<file path="src/sv/ezr_pkg.sv">
`timescale 1ns / 1ps
// shared types, constants and the 2^(2^-(j+1)) root table for the zoom ramp integrator
// no dependencies

package ezr_pkg;

  // field widths
  localparam int unsigned LEVEL_W   = 24;
  localparam int unsigned SPEED_W   = 16;
  localparam int unsigned SF_W      = 17;
  localparam int unsigned DT_W      = 16;
  localparam int unsigned MODE_W    = 2;
  localparam int unsigned DIR_W     = 2;
  localparam int unsigned CFG_IDX_W = 3;
  localparam int unsigned CFG_DAT_W = 24;

  localparam int unsigned EXP_TABLE_BITS  = 8;
  localparam int unsigned LEVEL_FRAC_BITS = 16;

  // factor f is Q1.30
  localparam int unsigned F_FRAC = 30;
  localparam int unsigned F_W    = F_FRAC + 1;

  // shared serial multiplier
  localparam int unsigned MUL_W     = 31;
  localparam int unsigned PROD_W    = 2 * MUL_W;
  localparam int unsigned MUL_CNT_W = $clog2(MUL_W);

  // serial divider
  localparam int unsigned REM_W       = F_W + 1;
  localparam int unsigned DIV_CNT_W   = $clog2(LEVEL_W);
  localparam int unsigned DIV_PRESHIFT = F_FRAC - LEVEL_W;

  // working level with one overflow bit, integer exponent
  localparam int unsigned V_W = LEVEL_W + 1;
  localparam int unsigned P_W = 6;
  localparam int unsigned J_W = $clog2(EXP_TABLE_BITS);

  localparam logic [LEVEL_W-1:0] LEVEL_MAX   = '1;
  localparam logic [LEVEL_W-1:0] LEVEL_RESET =
    LEVEL_W'((64'd1 << LEVEL_FRAC_BITS) & 64'hFF_FFFF);
  localparam logic [SF_W-1:0]    SF_ONE      = SF_W'(65536);
  localparam logic [F_W-1:0]     F_ONE       = F_W'(64'd1 << F_FRAC);

  typedef enum logic [MODE_W-1:0] {
    MODE_TICK    = 2'd0,
    MODE_SET     = 2'd1,
    MODE_RESTART = 2'd2
  } ezr_mode_e;

  typedef enum logic [DIR_W-1:0] {
    DIR_NONE = 2'd0,
    DIR_IN   = 2'd1,
    DIR_OUT  = 2'd2
  } ezr_dir_e;

  typedef enum logic [CFG_IDX_W-1:0] {
    CFG_MIN_LEVEL      = 3'd0,
    CFG_MAX_LEVEL      = 3'd1,
    CFG_IN_SPEED       = 3'd2,
    CFG_OUT_SPEED      = 3'd3,
    CFG_SMOOTH_ENABLE  = 3'd4,
    CFG_START_FRACTION = 3'd5,
    CFG_RAMP_RATE      = 3'd6
  } ezr_cfg_idx_e;

  typedef enum logic [3:0] {
    ST_IDLE,
    ST_RAMP_T,
    ST_RAMP_A,
    ST_RAMP_S,
    ST_EXP,
    ST_ROOT_SCAN,
    ST_ROOT_MUL,
    ST_LEVEL_MUL,
    ST_LEVEL_DIV,
    ST_SHIFT,
    ST_FINISH,
    ST_DONE
  } ezr_state_e;

  typedef struct packed {
    logic [MODE_W-1:0]  mode;
    logic               zoom_in_held;
    logic               zoom_out_held;
    logic [DT_W-1:0]    dt;
    logic [LEVEL_W-1:0] new_level;
  } ezr_in_t;

  typedef struct packed {
    logic [LEVEL_W-1:0] level;
    logic [DIR_W-1:0]   direction;
  } ezr_out_t;

  typedef struct packed {
    logic [LEVEL_W-1:0] min_level;
    logic [LEVEL_W-1:0] max_level;
    logic [SPEED_W-1:0] in_speed;
    logic [SPEED_W-1:0] out_speed;
    logic               smooth_enable;
    logic [SF_W-1:0]    start_fraction;
    logic [LEVEL_W-1:0] ramp_rate;
  } ezr_cfg_t;

  typedef struct packed {
    logic             start;
    logic [MUL_W-1:0] a;
    logic [MUL_W-1:0] b;
  } ezr_mul_req_t;

  typedef struct packed {
    logic              done;
    logic [PROD_W-1:0] prod;
  } ezr_mul_rsp_t;

  typedef struct packed {
    logic               start;
    logic [LEVEL_W-1:0] num;
    logic [F_W-1:0]     den;
  } ezr_div_req_t;

  typedef struct packed {
    logic               done;
    logic [LEVEL_W-1:0] quo;
  } ezr_div_rsp_t;

  typedef logic [EXP_TABLE_BITS-1:0][F_W-1:0] ezr_root_tab_t;

  function automatic logic [63:0] isqrt64(input logic [63:0] v);
    logic [63:0] res;
    logic [63:0] rem;
    logic [63:0] bitv;
    int          i;
    res = '0;
    rem = v;
    for (i = 31; i >= 0; i--) begin
      bitv = 64'd1 << (2 * i);
      if (rem >= res + bitv) begin
        rem = rem - (res + bitv);
        res = (res >> 1) + bitv;
      end else begin
        res = res >> 1;
      end
    end
    return res;
  endfunction

  // entry j holds 2^(2^-(j+1)) in Q1.30, each root taken from the one before
  function automatic ezr_root_tab_t build_roots();
    ezr_root_tab_t tab;
    logic [63:0]   r;
    int            j;
    tab = '0;
    r   = 64'd1 << (F_FRAC + 1);
    for (j = 0; j < EXP_TABLE_BITS; j++) begin
      r      = isqrt64(r << F_FRAC);
      tab[j] = F_W'(r);
    end
    return tab;
  endfunction

  localparam ezr_root_tab_t EXP_ROOT = build_roots();

endpackage

</file>
<file path="src/sv/ezr_serial_mul.sv">
`timescale 1ns / 1ps
// shift-add multiplier, one multiplier bit per cycle, product held from the done strobe on
// depends on ezr_pkg

module ezr_serial_mul
  import ezr_pkg::*;
(
  input  logic         clk_i,
  input  logic         rst_ni,
  input  ezr_mul_req_t req_i,
  output ezr_mul_rsp_t rsp_o
);

  logic                 busy_q, busy_d;
  logic                 done_q, done_d;
  logic [MUL_CNT_W-1:0] cnt_q, cnt_d;
  logic [MUL_W-1:0]     a_q, a_d;
  logic [MUL_W-1:0]     hi_q, hi_d;
  logic [MUL_W-1:0]     lo_q, lo_d;
  logic [MUL_W:0]       sum;

  always_comb begin
    sum    = {1'b0, hi_q} + (lo_q[0] ? {1'b0, a_q} : '0);
    busy_d = busy_q;
    done_d = 1'b0;
    cnt_d  = cnt_q;
    a_d    = a_q;
    hi_d   = hi_q;
    lo_d   = lo_q;
    if (req_i.start) begin
      busy_d = 1'b1;
      cnt_d  = '0;
      a_d    = req_i.a;
      hi_d   = '0;
      lo_d   = req_i.b;
    end else if (busy_q) begin
      hi_d  = sum[MUL_W:1];
      lo_d  = {sum[0], lo_q[MUL_W-1:1]};
      cnt_d = cnt_q + 1'b1;
      if (cnt_q == MUL_CNT_W'(MUL_W - 1)) begin
        busy_d = 1'b0;
        done_d = 1'b1;
      end
    end
  end

  always_ff @(posedge clk_i or negedge rst_ni) begin
    if (!rst_ni) begin
      busy_q <= 1'b0;
      done_q <= 1'b0;
      cnt_q  <= '0;
    end else begin
      busy_q <= busy_d;
      done_q <= done_d;
      cnt_q  <= cnt_d;
    end
  end

  always_ff @(posedge clk_i) begin
    a_q  <= a_d;
    hi_q <= hi_d;
    lo_q <= lo_d;
  end

  assign rsp_o.done = done_q;
  assign rsp_o.prod = {hi_q, lo_q};

endmodule

</file>
<file path="src/sv/ezr_serial_div.sv">
`timescale 1ns / 1ps
// restoring divider for (level << 30) / f, one quotient bit per cycle
// depends on ezr_pkg

module ezr_serial_div
  import ezr_pkg::*;
(
  input  logic         clk_i,
  input  logic         rst_ni,
  input  ezr_div_req_t req_i,
  output ezr_div_rsp_t rsp_o
);

  logic                 busy_q, busy_d;
  logic                 done_q, done_d;
  logic [DIV_CNT_W-1:0] cnt_q, cnt_d;
  logic [F_W-1:0]       den_q, den_d;
  logic [REM_W-1:0]     rem_q, rem_d;
  logic [LEVEL_W-1:0]   quo_q, quo_d;
  logic [REM_W-1:0]     rem_sh;
  logic                 fits;

  always_comb begin
    rem_sh = {rem_q[REM_W-2:0], 1'b0};
    fits   = rem_sh >= {1'b0, den_q};
    busy_d = busy_q;
    done_d = 1'b0;
    cnt_d  = cnt_q;
    den_d  = den_q;
    rem_d  = rem_q;
    quo_d  = quo_q;
    if (req_i.start) begin
      busy_d = 1'b1;
      cnt_d  = '0;
      den_d  = req_i.den;
      // low dividend bits are all zero, so the top part seeds the remainder
      rem_d  = REM_W'(req_i.num) << DIV_PRESHIFT;
      quo_d  = '0;
    end else if (busy_q) begin
      rem_d = fits ? (rem_sh - {1'b0, den_q}) : rem_sh;
      quo_d = {quo_q[LEVEL_W-2:0], fits};
      cnt_d = cnt_q + 1'b1;
      if (cnt_q == DIV_CNT_W'(LEVEL_W - 1)) begin
        busy_d = 1'b0;
        done_d = 1'b1;
      end
    end
  end

  always_ff @(posedge clk_i or negedge rst_ni) begin
    if (!rst_ni) begin
      busy_q <= 1'b0;
      done_q <= 1'b0;
      cnt_q  <= '0;
    end else begin
      busy_q <= busy_d;
      done_q <= done_d;
      cnt_q  <= cnt_d;
    end
  end

  always_ff @(posedge clk_i) begin
    den_q <= den_d;
    rem_q <= rem_d;
    quo_q <= quo_d;
  end

  assign rsp_o.done = done_q;
  assign rsp_o.quo  = quo_q;

endmodule

</file>
<file path="src/sv/ezr_seq.sv">
`timescale 1ns / 1ps
// zoom state and sequencer: speed ramp, exponent, root chain, level update
// depends on ezr_pkg, ezr_serial_mul, ezr_serial_div

module ezr_seq
  import ezr_pkg::*;
(
  input  logic     clk_i,
  input  logic     rst_ni,
  input  ezr_cfg_t cfg_i,
  input  logic     req_valid_i,
  output logic     req_stall_o,
  input  ezr_in_t  req_i,
  output logic     res_valid_o,
  input  logic     res_ready_i,
  output ezr_out_t res_o
);

  ezr_state_e                state_q, state_d;
  logic [LEVEL_W-1:0]        level_q, level_d;
  logic [LEVEL_W-1:0]        held_q, held_d;
  ezr_dir_e                  dir_q, dir_d;
  logic [DT_W-1:0]           dt_q, dt_d;
  logic [P_W-1:0]            p_q, p_d;
  logic [EXP_TABLE_BITS-1:0] frac_q, frac_d;
  logic [J_W-1:0]            j_q, j_d;
  logic [F_W-1:0]            f_q, f_d;
  logic [V_W-1:0]            v_q, v_d;

  ezr_mul_req_t mul_req;
  ezr_mul_rsp_t mul_rsp;
  ezr_div_req_t div_req;
  ezr_div_rsp_t div_rsp;

  ezr_dir_e           tick_dir;
  logic [LEVEL_W:0]   held_sum;
  logic [LEVEL_W-1:0] held_next;
  logic               smooth_on;
  logic [SPEED_W-1:0] base_speed;
  logic [SF_W-1:0]    ramp_t;
  logic [SF_W-1:0]    ramp_a;

  function automatic logic [LEVEL_W-1:0] clamp_level(input logic [V_W-1:0] v,
                                                     input logic [LEVEL_W-1:0] lo,
                                                     input logic [LEVEL_W-1:0] hi);
    logic [V_W-1:0] r;
    r = (v < {1'b0, lo}) ? {1'b0, lo} : v;
    r = (r > {1'b0, hi}) ? {1'b0, hi} : r;
    return LEVEL_W'(r);
  endfunction

  function automatic logic [MUL_W-1:0] times5(input logic [SPEED_W-1:0] s);
    return MUL_W'({s, 2'b00}) + MUL_W'(s);
  endfunction

  ezr_serial_mul u_mul (
    .clk_i  (clk_i),
    .rst_ni (rst_ni),
    .req_i  (mul_req),
    .rsp_o  (mul_rsp)
  );

  ezr_serial_div u_div (
    .clk_i  (clk_i),
    .rst_ni (rst_ni),
    .req_i  (div_req),
    .rsp_o  (div_rsp)
  );

  always_comb begin
    if (req_i.zoom_in_held == req_i.zoom_out_held) begin
      tick_dir = DIR_NONE;
    end else if (req_i.zoom_in_held) begin
      tick_dir = DIR_IN;
    end else begin
      tick_dir = DIR_OUT;
    end
    held_sum = {1'b0, held_q} + (LEVEL_W + 1)'(req_i.dt);
    if (tick_dir != DIR_IN) begin
      held_next = '0;
    end else if (req_i.dt == '0) begin
      held_next = held_q;
    end else begin
      held_next = held_sum[LEVEL_W] ? LEVEL_MAX : held_sum[LEVEL_W-1:0];
    end
    smooth_on  = cfg_i.smooth_enable && (cfg_i.start_fraction < SF_ONE);
    base_speed = (tick_dir == DIR_IN) ? cfg_i.in_speed : cfg_i.out_speed;
    ramp_t     = (mul_rsp.prod[47:16] > 32'(SF_ONE)) ? SF_ONE : mul_rsp.prod[32:16];
    ramp_a     = cfg_i.start_fraction + mul_rsp.prod[32:16];
  end

  always_comb begin
    state_d = state_q;
    level_d = level_q;
    held_d  = held_q;
    dir_d   = dir_q;
    dt_d    = dt_q;
    p_d     = p_q;
    frac_d  = frac_q;
    j_d     = j_q;
    f_d     = f_q;
    v_d     = v_q;
    mul_req = '0;
    div_req = '0;
    case (state_q)
      ST_IDLE: begin
        if (req_valid_i) begin
          dt_d    = req_i.dt;
          state_d = ST_DONE;
          case (req_i.mode)
            MODE_TICK: begin
              dir_d  = tick_dir;
              held_d = held_next;
              if (tick_dir != DIR_NONE && req_i.dt != '0) begin
                mul_req.start = 1'b1;
                if (tick_dir == DIR_IN && smooth_on) begin
                  if (cfg_i.ramp_rate == '0) begin
                    mul_req.a = MUL_W'(SF_ONE - cfg_i.start_fraction);
                    mul_req.b = MUL_W'(SF_ONE);
                    state_d   = ST_RAMP_A;
                  end else begin
                    mul_req.a = MUL_W'(held_next);
                    mul_req.b = MUL_W'(cfg_i.ramp_rate);
                    state_d   = ST_RAMP_T;
                  end
                end else begin
                  mul_req.a = times5(base_speed);
                  mul_req.b = MUL_W'(req_i.dt);
                  state_d   = ST_EXP;
                end
              end
            end
            MODE_SET: begin
              level_d = clamp_level(V_W'(req_i.new_level), cfg_i.min_level, cfg_i.max_level);
            end
            MODE_RESTART: begin
              level_d = cfg_i.min_level;
              held_d  = '0;
              dir_d   = DIR_NONE;
            end
            default: begin
            end
          endcase
        end
      end
      ST_RAMP_T: begin
        if (mul_rsp.done) begin
          mul_req.start = 1'b1;
          mul_req.a     = MUL_W'(SF_ONE - cfg_i.start_fraction);
          mul_req.b     = MUL_W'(ramp_t);
          state_d       = ST_RAMP_A;
        end
      end
      ST_RAMP_A: begin
        if (mul_rsp.done) begin
          mul_req.start = 1'b1;
          mul_req.a     = MUL_W'(cfg_i.in_speed);
          mul_req.b     = MUL_W'(ramp_a);
          state_d       = ST_RAMP_S;
        end
      end
      ST_RAMP_S: begin
        if (mul_rsp.done) begin
          mul_req.start = 1'b1;
          mul_req.a     = times5(mul_rsp.prod[31:16]);
          mul_req.b     = MUL_W'(dt_q);
          state_d       = ST_EXP;
        end
      end
      ST_EXP: begin
        if (mul_rsp.done) begin
          // e = prod >> 1 in Q.28
          p_d     = mul_rsp.prod[34:29];
          frac_d  = mul_rsp.prod[28 -: EXP_TABLE_BITS];
          f_d     = F_ONE;
          j_d     = '0;
          state_d = ST_ROOT_SCAN;
        end
      end
      ST_ROOT_SCAN: begin
        if (frac_q == '0) begin
          if (dir_q == DIR_IN) begin
            mul_req.start = 1'b1;
            mul_req.a     = MUL_W'(f_q);
            mul_req.b     = MUL_W'(level_q);
            state_d       = ST_LEVEL_MUL;
          end else begin
            div_req.start = 1'b1;
            div_req.num   = level_q;
            div_req.den   = f_q;
            state_d       = ST_LEVEL_DIV;
          end
        end else if (frac_q[EXP_TABLE_BITS-1]) begin
          mul_req.start = 1'b1;
          mul_req.a     = MUL_W'(f_q);
          mul_req.b     = MUL_W'(EXP_ROOT[j_q]);
          state_d       = ST_ROOT_MUL;
        end else begin
          frac_d = {frac_q[EXP_TABLE_BITS-2:0], 1'b0};
          j_d    = j_q + 1'b1;
        end
      end
      ST_ROOT_MUL: begin
        if (mul_rsp.done) begin
          f_d     = mul_rsp.prod[F_FRAC +: F_W];
          frac_d  = {frac_q[EXP_TABLE_BITS-2:0], 1'b0};
          j_d     = j_q + 1'b1;
          state_d = ST_ROOT_SCAN;
        end
      end
      ST_LEVEL_MUL: begin
        if (mul_rsp.done) begin
          v_d     = mul_rsp.prod[F_FRAC +: V_W];
          state_d = ST_SHIFT;
        end
      end
      ST_LEVEL_DIV: begin
        if (div_rsp.done) begin
          v_d     = V_W'(div_rsp.quo);
          state_d = ST_SHIFT;
        end
      end
      ST_SHIFT: begin
        // integer part of the exponent, one bit position per cycle
        if (dir_q == DIR_IN && v_q[V_W-1]) begin
          v_d     = V_W'(LEVEL_MAX);
          state_d = ST_FINISH;
        end else if (p_q == '0 || v_q == '0) begin
          state_d = ST_FINISH;
        end else begin
          v_d = (dir_q == DIR_IN) ? {v_q[V_W-2:0], 1'b0} : {1'b0, v_q[V_W-1:1]};
          p_d = p_q - 1'b1;
        end
      end
      ST_FINISH: begin
        level_d = clamp_level(v_q, cfg_i.min_level, cfg_i.max_level);
        state_d = ST_DONE;
      end
      ST_DONE: begin
        if (res_ready_i) begin
          state_d = ST_IDLE;
        end
      end
      default: begin
        state_d = ST_IDLE;
      end
    endcase
  end

  always_ff @(posedge clk_i or negedge rst_ni) begin
    if (!rst_ni) begin
      state_q <= ST_IDLE;
      level_q <= LEVEL_RESET;
      held_q  <= '0;
      dir_q   <= DIR_NONE;
    end else begin
      state_q <= state_d;
      level_q <= level_d;
      held_q  <= held_d;
      dir_q   <= dir_d;
    end
  end

  always_ff @(posedge clk_i) begin
    dt_q   <= dt_d;
    p_q    <= p_d;
    frac_q <= frac_d;
    j_q    <= j_d;
    f_q    <= f_d;
    v_q    <= v_d;
  end

  assign req_stall_o     = (state_q != ST_IDLE);
  assign res_valid_o     = (state_q == ST_DONE);
  assign res_o.level     = level_q;
  assign res_o.direction = dir_q;

endmodule

</file>
<file path="src/sv/exponential_zoom_ramp_integrator_top.sv">
`timescale 1ns / 1ps
// top level of the exponential zoom ramp integrator: config registers, output register
// depends on ezr_pkg, ezr_seq
//
//   channel  direction  handshake                  payload
//   in       input      in_valid_i / in_stall_o    in_data_i  (ezr_in_t)
//   out      output     out_valid_o / out_stall_i  out_data_o (ezr_out_t)
//   cfg      input      cfg_valid_i / cfg_ready_o  cfg_index_i, cfg_data_i
//
// one request in flight; set level, restart, unused mode and a still tick go straight
// to the done state. a moving tick runs no, two or three ramp products, the exponent
// product, one product per set fraction bit (clear bits are only scanned) and a level
// product or divide through the bit-serial units, then shifts the level by the integer
// exponent, one bit position at a time until zero or saturation, and clamps the result.
// reset loads the register defaults and a level of 1.0. the output register holds a
// result under out_stall_i while the next request is already accepted.

module exponential_zoom_ramp_integrator_top
  import ezr_pkg::*;
(
  input  logic                 clk_i,
  input  logic                 rst_ni,
  input  logic                 in_valid_i,
  output logic                 in_stall_o,
  input  ezr_in_t              in_data_i,
  output logic                 out_valid_o,
  input  logic                 out_stall_i,
  output ezr_out_t             out_data_o,
  input  logic                 cfg_valid_i,
  output logic                 cfg_ready_o,
  input  logic [CFG_IDX_W-1:0] cfg_index_i,
  input  logic [CFG_DAT_W-1:0] cfg_data_i
);

  ezr_cfg_t cfg_q;
  logic     out_valid_q;
  ezr_out_t out_q;
  logic     seq_res_valid;
  logic     seq_res_ready;
  ezr_out_t seq_res;

  assign cfg_ready_o = 1'b1;

  always_ff @(posedge clk_i or negedge rst_ni) begin
    if (!rst_ni) begin
      cfg_q.min_level      <= LEVEL_W'(65536);
      cfg_q.max_level      <= LEVEL_W'(524288);
      cfg_q.in_speed       <= SPEED_W'(4096);
      cfg_q.out_speed      <= SPEED_W'(4096);
      cfg_q.smooth_enable  <= 1'b0;
      cfg_q.start_fraction <= SF_ONE;
      cfg_q.ramp_rate      <= '0;
    end else if (cfg_valid_i && cfg_ready_o) begin
      case (cfg_index_i)
        CFG_MIN_LEVEL:      cfg_q.min_level      <= cfg_data_i[LEVEL_W-1:0];
        CFG_MAX_LEVEL:      cfg_q.max_level      <= cfg_data_i[LEVEL_W-1:0];
        CFG_IN_SPEED:       cfg_q.in_speed       <= cfg_data_i[SPEED_W-1:0];
        CFG_OUT_SPEED:      cfg_q.out_speed      <= cfg_data_i[SPEED_W-1:0];
        CFG_SMOOTH_ENABLE:  cfg_q.smooth_enable  <= cfg_data_i[0];
        CFG_START_FRACTION: cfg_q.start_fraction <= cfg_data_i[SF_W-1:0];
        CFG_RAMP_RATE:      cfg_q.ramp_rate      <= cfg_data_i[LEVEL_W-1:0];
        default: begin
        end
      endcase
    end
  end

  ezr_seq u_seq (
    .clk_i       (clk_i),
    .rst_ni      (rst_ni),
    .cfg_i       (cfg_q),
    .req_valid_i (in_valid_i),
    .req_stall_o (in_stall_o),
    .req_i       (in_data_i),
    .res_valid_o (seq_res_valid),
    .res_ready_i (seq_res_ready),
    .res_o       (seq_res)
  );

  assign seq_res_ready = !out_valid_q || !out_stall_i;

  always_ff @(posedge clk_i or negedge rst_ni) begin
    if (!rst_ni) begin
      out_valid_q <= 1'b0;
    end else if (seq_res_valid && seq_res_ready) begin
      out_valid_q <= 1'b1;
    end else if (!out_stall_i) begin
      out_valid_q <= 1'b0;
    end
  end

  always_ff @(posedge clk_i) begin
    if (seq_res_valid && seq_res_ready) begin
      out_q <= seq_res;
    end
  end

  assign out_valid_o = out_valid_q;
  assign out_data_o  = out_q;

`ifndef SYNTHESIS
  // an accepted request always starts work
  a_accept_busy: assert property (@(posedge clk_i) disable iff (!rst_ni)
    in_valid_i && !in_stall_o |=> in_stall_o)
    else $error("sequencer did not leave idle after a request");

  // no new request is taken while a result waits in the sequencer
  a_result_blocks: assert property (@(posedge clk_i) disable iff (!rst_ni)
    seq_res_valid |-> in_stall_o)
    else $error("request accepted while a result is pending");

  // a pending result is neither dropped nor altered while the output register is full
  a_result_held: assert property (@(posedge clk_i) disable iff (!rst_ni)
    seq_res_valid && !seq_res_ready |=> seq_res_valid && $stable(seq_res))
    else $error("pending result lost or changed");
`endif

endmodule

</file>
<file path="config.mk">
export PLATFORM = sky130hd
export DESIGN_NAME = exponential_zoom_ramp_integrator_top
export DESIGN_NICKNAME = d
export VERILOG_FILES = /design/src/sv/ezr_pkg.sv /design/src/sv/ezr_serial_mul.sv /design/src/sv/ezr_serial_div.sv /design/src/sv/ezr_seq.sv /design/src/sv/exponential_zoom_ramp_integrator_top.sv
export SDC_FILE = /design/constraint.sdc
export NUM_CORES = 1
export LEC_CHECK = 0
export BUFFER_PORTS_ARGS = -buffer_cell sky130_fd_sc_hd__buf_2
export CAP_MARGIN = 20
export CORE_MARGIN = 1.5
export CORE_UTILIZATION = 45
export CTS_CLUSTER_SIZE = 25
export DETAILED_ROUTE_END_ITERATION = 10
export MAX_ROUTING_LAYER = met4
export SLEW_MARGIN = 20
export SYNTH_ARGS = -nofsm -noshare
export SYNTH_HDL_FRONTEND = slang
export SYNTH_SLANG_ARGS = --single-unit
</file>
<file path="constraint.sdc">
create_clock -name clk_i -period 6 [get_ports clk_i]
set_clock_uncertainty 0.2 [all_clocks]
set_input_delay 0.6 -clock clk_i [delete_from_list [all_inputs] [get_ports clk_i]]
set_output_delay 0.6 -clock clk_i [all_outputs]
set_load 0.02 [all_outputs]
</file>
======== Word level (Yosys, flattened, before mapping) ========
Memory sizes are Yosys's and may differ from the RTL's. A register that Yosys moved wholly into a read port is not among the register bits.
Index checks and enable logic that the tools add are counted.
storage, ports and cells
  memory bits (read-only) ................. 248
  memories ................................ 1
  bits in writable memories ............... 0
  bits in registers ....................... 485
  word-level logic and storage cells ...... 244
  latch bits .............................. 0
  input bits .............................. 76
memories
  name             words  width  read ports  clocked after Yosys merged registers in  write ports  RTL line        RTL
  (no name shown)  8      31     1           1                                        0            ezr_seq.sv:196  mul_req.b = MUL_W'(EXP_ROOT[j_q]);
operators by class
  equal/unequal tests ..................... 44
  add/subtract/negate cells ............... 11
  muxes and demuxes ....................... 98
  $lt $le $gt $ge ......................... 8
  reduce and logical (&&, ||, !) cells .... 46
  div/mod/pow operators ................... 0
  shift operators ......................... 0
  multipliers ............................. 0
  bitwise logic cells ..................... 2
operators by type and width
  cell                                                                               count
  63-bit two-way mux                                                                 9
  63-bit case mux with 5 select lines                                                1
  31-bit two-way mux                                                                 7
  24-bit two-way mux                                                                 7
  56-bit two-way mux                                                                 3
  25-bit two-way mux                                                                 6
  24-bit case mux with 2 select lines                                                3
  62-bit two-way mux                                                                 2
  25-bit case mux with 3 select lines                                                1
  31-bit case mux with 2 select lines                                                1
  30-bit two-way mux                                                                 2
  4-bit two-way mux                                                                  15
  25-bit by 24-bit greater-than comparator with 1-bit output                         2
  4-bit case mux with 11 select lines                                                1
  18-bit by 16-bit adder with 19-bit output                                          2
  31-bit by 32-bit adder with 32-bit output                                          1
  32-bit by 31-bit >= comparator with 1-bit output                                   1
  32-bit by 17-bit greater-than comparator with 1-bit output, second input constant  1
  8-bit two-way mux                                                                  4
  31-bit subtractor                                                                  1
  24-bit by 16-bit adder with 25-bit output                                          1
  25-bit zero test                                                                   1
  25-bit by 24-bit < comparator with 1-bit output                                    1
  24-bit zero test                                                                   1
  56 further kinds                                                                   135

======== Longest topological paths before layout ========
  word-level depth ........................ 11
  depth in mapped cells ................... 24
  gate-level depth less buffers ........... 22

======== Cells and area by module ========
A second synthesis with hierarchy kept.
second synthesis, totals
  cell total of the unflattened synthesis .. 3350
  area total of the unflattened synthesis .. 33442.1 um^2
modules (own cells, without submodules)
  module                                times used  area each (um^2)  cells an instance
  ezr_seq                               1           17045.1           2002
  exponential_zoom_ramp_integrator_top  1           5494.0            298
  ezr_serial_div                        1           5455.2            558
  ezr_serial_mul                        1           5447.7            492

======== Worst setup path before layout ========
No wires, ideal clock.
  path kind ............................... input port to flip-flop
  start point ............................. input in_data_i[1] in the netlist's numbering
  end point ............................... register u_seq.level_q[16]
  data arrival time ....................... 5.016 ns
  path buffers ............................ 2
  setup slack ............................. 0.706 ns
  cell stages on the path ................. 21
  library setup time ...................... 0.078 ns
  data required time ...................... 5.722 ns
  path through ............................ ha_1 > a21o_1 > a21o_1 > a211oi_1 > o31ai_1 > a41o_1 > a31oi_1 > buf_2 > mux2_2 > ha_1 > nor2b_1 > o21a_1 > o21a_1 > o21a_1 > o21ai_0 > a21oi_1 > o31ai_1 > nand2b_1 > clkbuf_1 > o221ai_1 > o22ai_1
between the ends
  cells in the longest elaborated chain, start to end .. 7
RTL lines
  element                                                     RTL line                                    RTL
  from (decl)                                                 exponential_zoom_ramp_integrator_top.sv:25  input ezr_in_t in_data_i,
  24-bit < comparator                                         ezr_seq.sv:47                               r = (v < {1'b0, lo}) ? {1'b0, lo} : v;
  24-bit two-way mux (*)                                      ezr_seq.sv:47
  25-bit by 24-bit greater-than comparator with 1-bit output  ezr_seq.sv:48                               r = (r > {1'b0, hi}) ? {1'b0, hi} : r;
  24-bit two-way mux (*)                                      ezr_seq.sv:48
  24-bit case mux with 2 select lines (*)                     ezr_seq.sv:110                              case (req_i.mode)
  24-bit two-way mux (*)                                      ezr_seq.sv:107                              if (req_valid_i) begin
  24-bit case mux with 2 select lines (*)                     ezr_seq.sv:105                              case (state_q)
  to (signal assigned)                                        ezr_seq.sv:258                              level_q <= level_d;
  to (decl)                                                   ezr_seq.sv:20                               logic [LEVEL_W-1:0] level_q, level_d;
Mark *: on every way between the ends. The rest lies on a longest branch, timed or not. The select of a mux whose other input is x is not followed.
A chain may end at the register's enable or synchronous reset.

======== Worst setup path in the final report ========
  start point ............................. register u_seq.v_q[18]
  end point ............................... register u_seq.level_q[17]
between the ends
  cells in the longest elaborated chain, start to end .. 5
RTL lines
  element                                                     RTL line        RTL
  from (decl)                                                 ezr_seq.sv:28   logic [V_W-1:0] v_q, v_d;
  from (signal assigned)                                      ezr_seq.sv:270  v_q <= v_d;
  25-bit by 24-bit < comparator with 1-bit output             ezr_seq.sv:47
  25-bit two-way mux (*)                                      ezr_seq.sv:47
  25-bit by 24-bit greater-than comparator with 1-bit output  ezr_seq.sv:48
  24-bit two-way mux (*)                                      ezr_seq.sv:48
  24-bit case mux with 2 select lines (*)                     ezr_seq.sv:105
Mark *: on every way between the ends. The rest lies on a longest branch, timed or not.

==> implementation parameters <==
Parameter                              Value

Synthesis
  Area share of the leading cell type in the synthesized netlist ... 0.215
  Fraction of registers with async set/reset ... 0.374
  Post-synth top area cell ... sky130_fd_sc_hd__edfxtp_1
  Fraction of the yosys area taken by sequential cells ... 0.418
  Commonest cells post-synth ... 271 x sky130_fd_sc_hd__nor2_1, 264 x sky130_fd_sc_hd__nand2_1, 236 x sky130_fd_sc_hd__ha_1, 232 x sky130_fd_sc_hd__edfxtp_1, 214 x sky130_fd_sc_hd__a21oi_1
  Syn Nets ... 3661
  Synth Area per Inst ... 9.68 µm²
  Number of flops mapped to enable cells by yosys ... 232
  Number of warnings reported in the yosys synthesis log ... 0
  Cells taking the most area after synthesis ... sky130_fd_sc_hd__edfxtp_1 22%, sky130_fd_sc_hd__dfrtp_1 14%, sky130_fd_sc_hd__ha_1 9.1%, sky130_fd_sc_hd__dfxtp_1 5.4%, sky130_fd_sc_hd__mux2_2 4.9%
  Number of cells produced by synthesis ... 3343
  Post-synthesis instance area ... 0.0324 mm²
  Most instantiated flip-flop cell in the synthesis netlist ... sky130_fd_sc_hd__edfxtp_1
  Most frequent cell after synthesis ... sky130_fd_sc_hd__nor2_1
  Number of distinct standard cells referenced by the synthesized netlist ... 94
  Synthesized flop and latch total ... 511

Clocking
  Number of hold buffers added after cts ... 1
  CTS clock-pin slew for the worst setup and hold paths ... 0.07 ns
  H-tree depth reported by CTS ... 2
  Source-to-sink clock delay at the later pin of the worst-skew pair ... 0.65 ns
  Root buffer cell ... sky130_fd_sc_hd__clkbuf_16
  Clock Sinks ... 511
  Post-cts repair resize count ... 0
  Post-CTS Repair Setup Buffers ... 0
  Clock tree from TritonCTS ... built
  Number of buffers added by the clock tree synthesis step ... 57
  Buffer levels on the longest clock path ... 3

Finish
  Area occupied by multi-input gates ... 0.0177 mm²
  Combined flip-flop and latch cell area ... 0.0135 mm²
  Final-layout fill cell count ... 6696
  Number of nets in the finished design ... 3732
  Number of non-filler instances in the completed layout ... 4416
  Layout overhead on the synthesized area ... 11.6%
  Ratio of cells with drive above 1 in the final layout ... 0.137
  Post-route core utilization ... 0.506

GRT
  Vias in the first global route ... 26600
  Largest net degree at the start of global routing ... 110
  Global-route usage over all layers ... 0.338
  Global-route wire length before repair ... 179 mm
  Total grt overflow ... 0
  Number of antenna violations at the first check in global routing ... 8

Critical path
  Reg2Reg Launch Point ... u_seq.v_q[18]
  Series of cell instances along the critical path ... ha_1 -> nand4_1 -> or3_1 -> or2_2 -> o31ai_4 -> buf_4 -> mux2i_1 -> inv_1 -> ha_1 -> a21oi_1 -> nor2b_1 -> o21ai_0 -> nand2b_1 -> a21oi_1 -> o21a_1 -> o21ai_0 -> a21oi_2 -> buf_4 -> mux2_2 -> o22ai_1
  Cell at the slowest stage of the critical path ... sky130_fd_sc_hd__o31ai_4
  Type of element launching the critical path ... flip-flop
  Startpoint of the most critical setup path ... u_seq.v_q[18]
  CP top delay family ... compound AO/OA/AOI/OAI gates
  Buf+Inv Stages, Crit Path ... 3
  Worst Setup End Kind ... flip-flop
  Worst setup path class ... reg2reg
  Crit path DAT ... 5.97 ns
  CP Data Required Time ... 6.36 ns
  Maximum fanout encountered on the critical timing path ... 12
  Biggest cell delay along the critical path ... 0.77 ns
  Critical Path Stages ... 20
  Reg2reg path depth ... 20

Routing
  Wire length after detailed routing ... 123 mm
  Router iterations before antenna repair ... 8
  Detail Route Antenna Nets ... 0
  DR iter-0 viols ... 2899
  DRC viols ... 0
  Per-cell via count in the routed design ... 6.24
  Vias ... 27600
  WL/cell ... 27.7 µm

Place
  Inst Count DP ... 4303
  Weighted congestion at the end of routability-driven global placement ... 0.977
  Placed wire-length estimate ... 91.8 mm
  Number of input and output port buffers inserted ... 103

Job
  Max_cap viols ... 0

STA
  Worst hold slack after final layout ... 0.0787 ns
  Worst rel slew slack ... 0.229
  Max-slew violation count ... 0
  Transition time of the tightest slew-check pin ... 1.16 ns
  Fraction of the cycle the final worst path needs ... 0.936
  Setup violators final ... 0
  Post-layout minimum cycle time ... 5.61 ns
  Post-Route Setup TNS ... 0 ns
  Number of hold-slack violations in the final timing report ... 0
  Maximum clock frequency ... 178 MHz
  Setup repair after global routing missed its margin ... no

Floorplan
  Die area ... 0.0735 mm²
  Die span in y ... 271 µm
  Number of top-level pins ... 105
  Floorplan die width ... 271 µm
  Effective utilization at floorplan ... 0.453
  Core Box Area ... 0.0714 mm²
  Count of standard-cell rows ... 98

Hold path
  Hold depth ... 3
  Min-Delay Path Class ... in2reg
  Source of the worst hold timing path ... cfg_data_i[19]

Power
  IR drop worst, VDD ... 241 µV
  Static Leak ... 15.3 nW
  Final Power ... 17.6 mW
  Power Density ... 489 mW/mm²

Outcome
  Status ... finished, final reports clean
[registers in the layout, indices dropped and copies added, names as in the netlist, 16 cells and up, named ones only]
signal,cells
u_seq.level_q,24
cfg_q,122
u_seq.u_div.rem_q,31
u_seq.u_mul.hi_q,31
u_seq.u_div.quo_q,24
out_data_o,26
u_seq.u_div.den_q,31
u_seq.held_q,24
u_seq.u_mul.lo_q,31
u_seq.v_q,25
u_seq.f_q,31
u_seq.dt_q,16
u_seq.u_mul.a_q,31
[tightest hold or removal path, cell delays in order]
cell and delay [ns]:
sky130_fd_sc_hd__buf_2 0.17, sky130_fd_sc_hd__nand2_1 0.07, sky130_fd_sc_hd__o21ai_0 0.08
[per-stage QoR]
step | worst slack, ns | area [µm²]
after floorplan | 0.706 | 32400
after global placement | 0.425 | 34100
after detailed placement | 0.368 | 34100
after CTS | 0.488 | 36100
after global routing | 0.202 | 36100
final | 0.386 | 36100
[logic make-up after synthesis]
family,Yosys count,share of synthesized area
flip-flops,511,0.418
AO/OA/AOI/OAI,877,0.179
multiplexers,255,0.0844
buffers and inverters,324,0.0391
other,1,0.000116
adder cells (fa/ha/maj),242,0.0950
XOR/XNOR,122,0.0330
AND/OR/NAND/NOR,1011,0.152
[worst paths after layout]
| check | to | slack (ns) |
|---|---|---|
| max | u_seq.level_q[17] | 0.39 |
| min | cfg_q[93] | 0.08 |
| max reg2reg | u_seq.level_q[17] | 0.39 |
| min reg2reg | u_seq.u_div.rem_q[1] | 0.30 |
| max in group asynchronous | u_seq.u_div.busy_q | 4.03 |
| min in group asynchronous | cfg_q[53] | 0.36 |
[final cells by class]
class,count,area share
Tap cell,950,0.0329
Inverter,159,0.0166
Clock inverter,30,0.00915
Timing Repair Buffer,177,0.0320
Sequential cell,511,0.374
Antenna cell,4,0.000277
Clock buffer,77,0.0450
Multi-Input combinational cell,2508,0.490
[per-layer routing]
layer	up-vias	track usage	wire length [µm]	part of all wire
met1	13500	0.431	50100	0.41
met4	0	0.148	6200	0.051
met2	1256	0.527	55800	0.46
li1	12500	-	-	-
met5	-	-	0	0
met3	283	0.0596	10300	0.084
[layout by cell type (no fill, tap or decap), drive strengths merged, types with 112 or more instances in the layout]
cell / n
inv: 161
a21oi: 215
nor2: 273
o21ai: 219
ha: 236
buf: 175
nand2: 264
mux2: 143
dfrtp: 185
edfxtp: 232
mux2i: 112
[where the power goes]
part           total [mW]  internal, mW  switching, mW
logic                7.70          3.23           4.47
clock network        3.67          2.09           1.58
registers            6.27          4.74           1.53
Power figures use the tool's default switching activity.
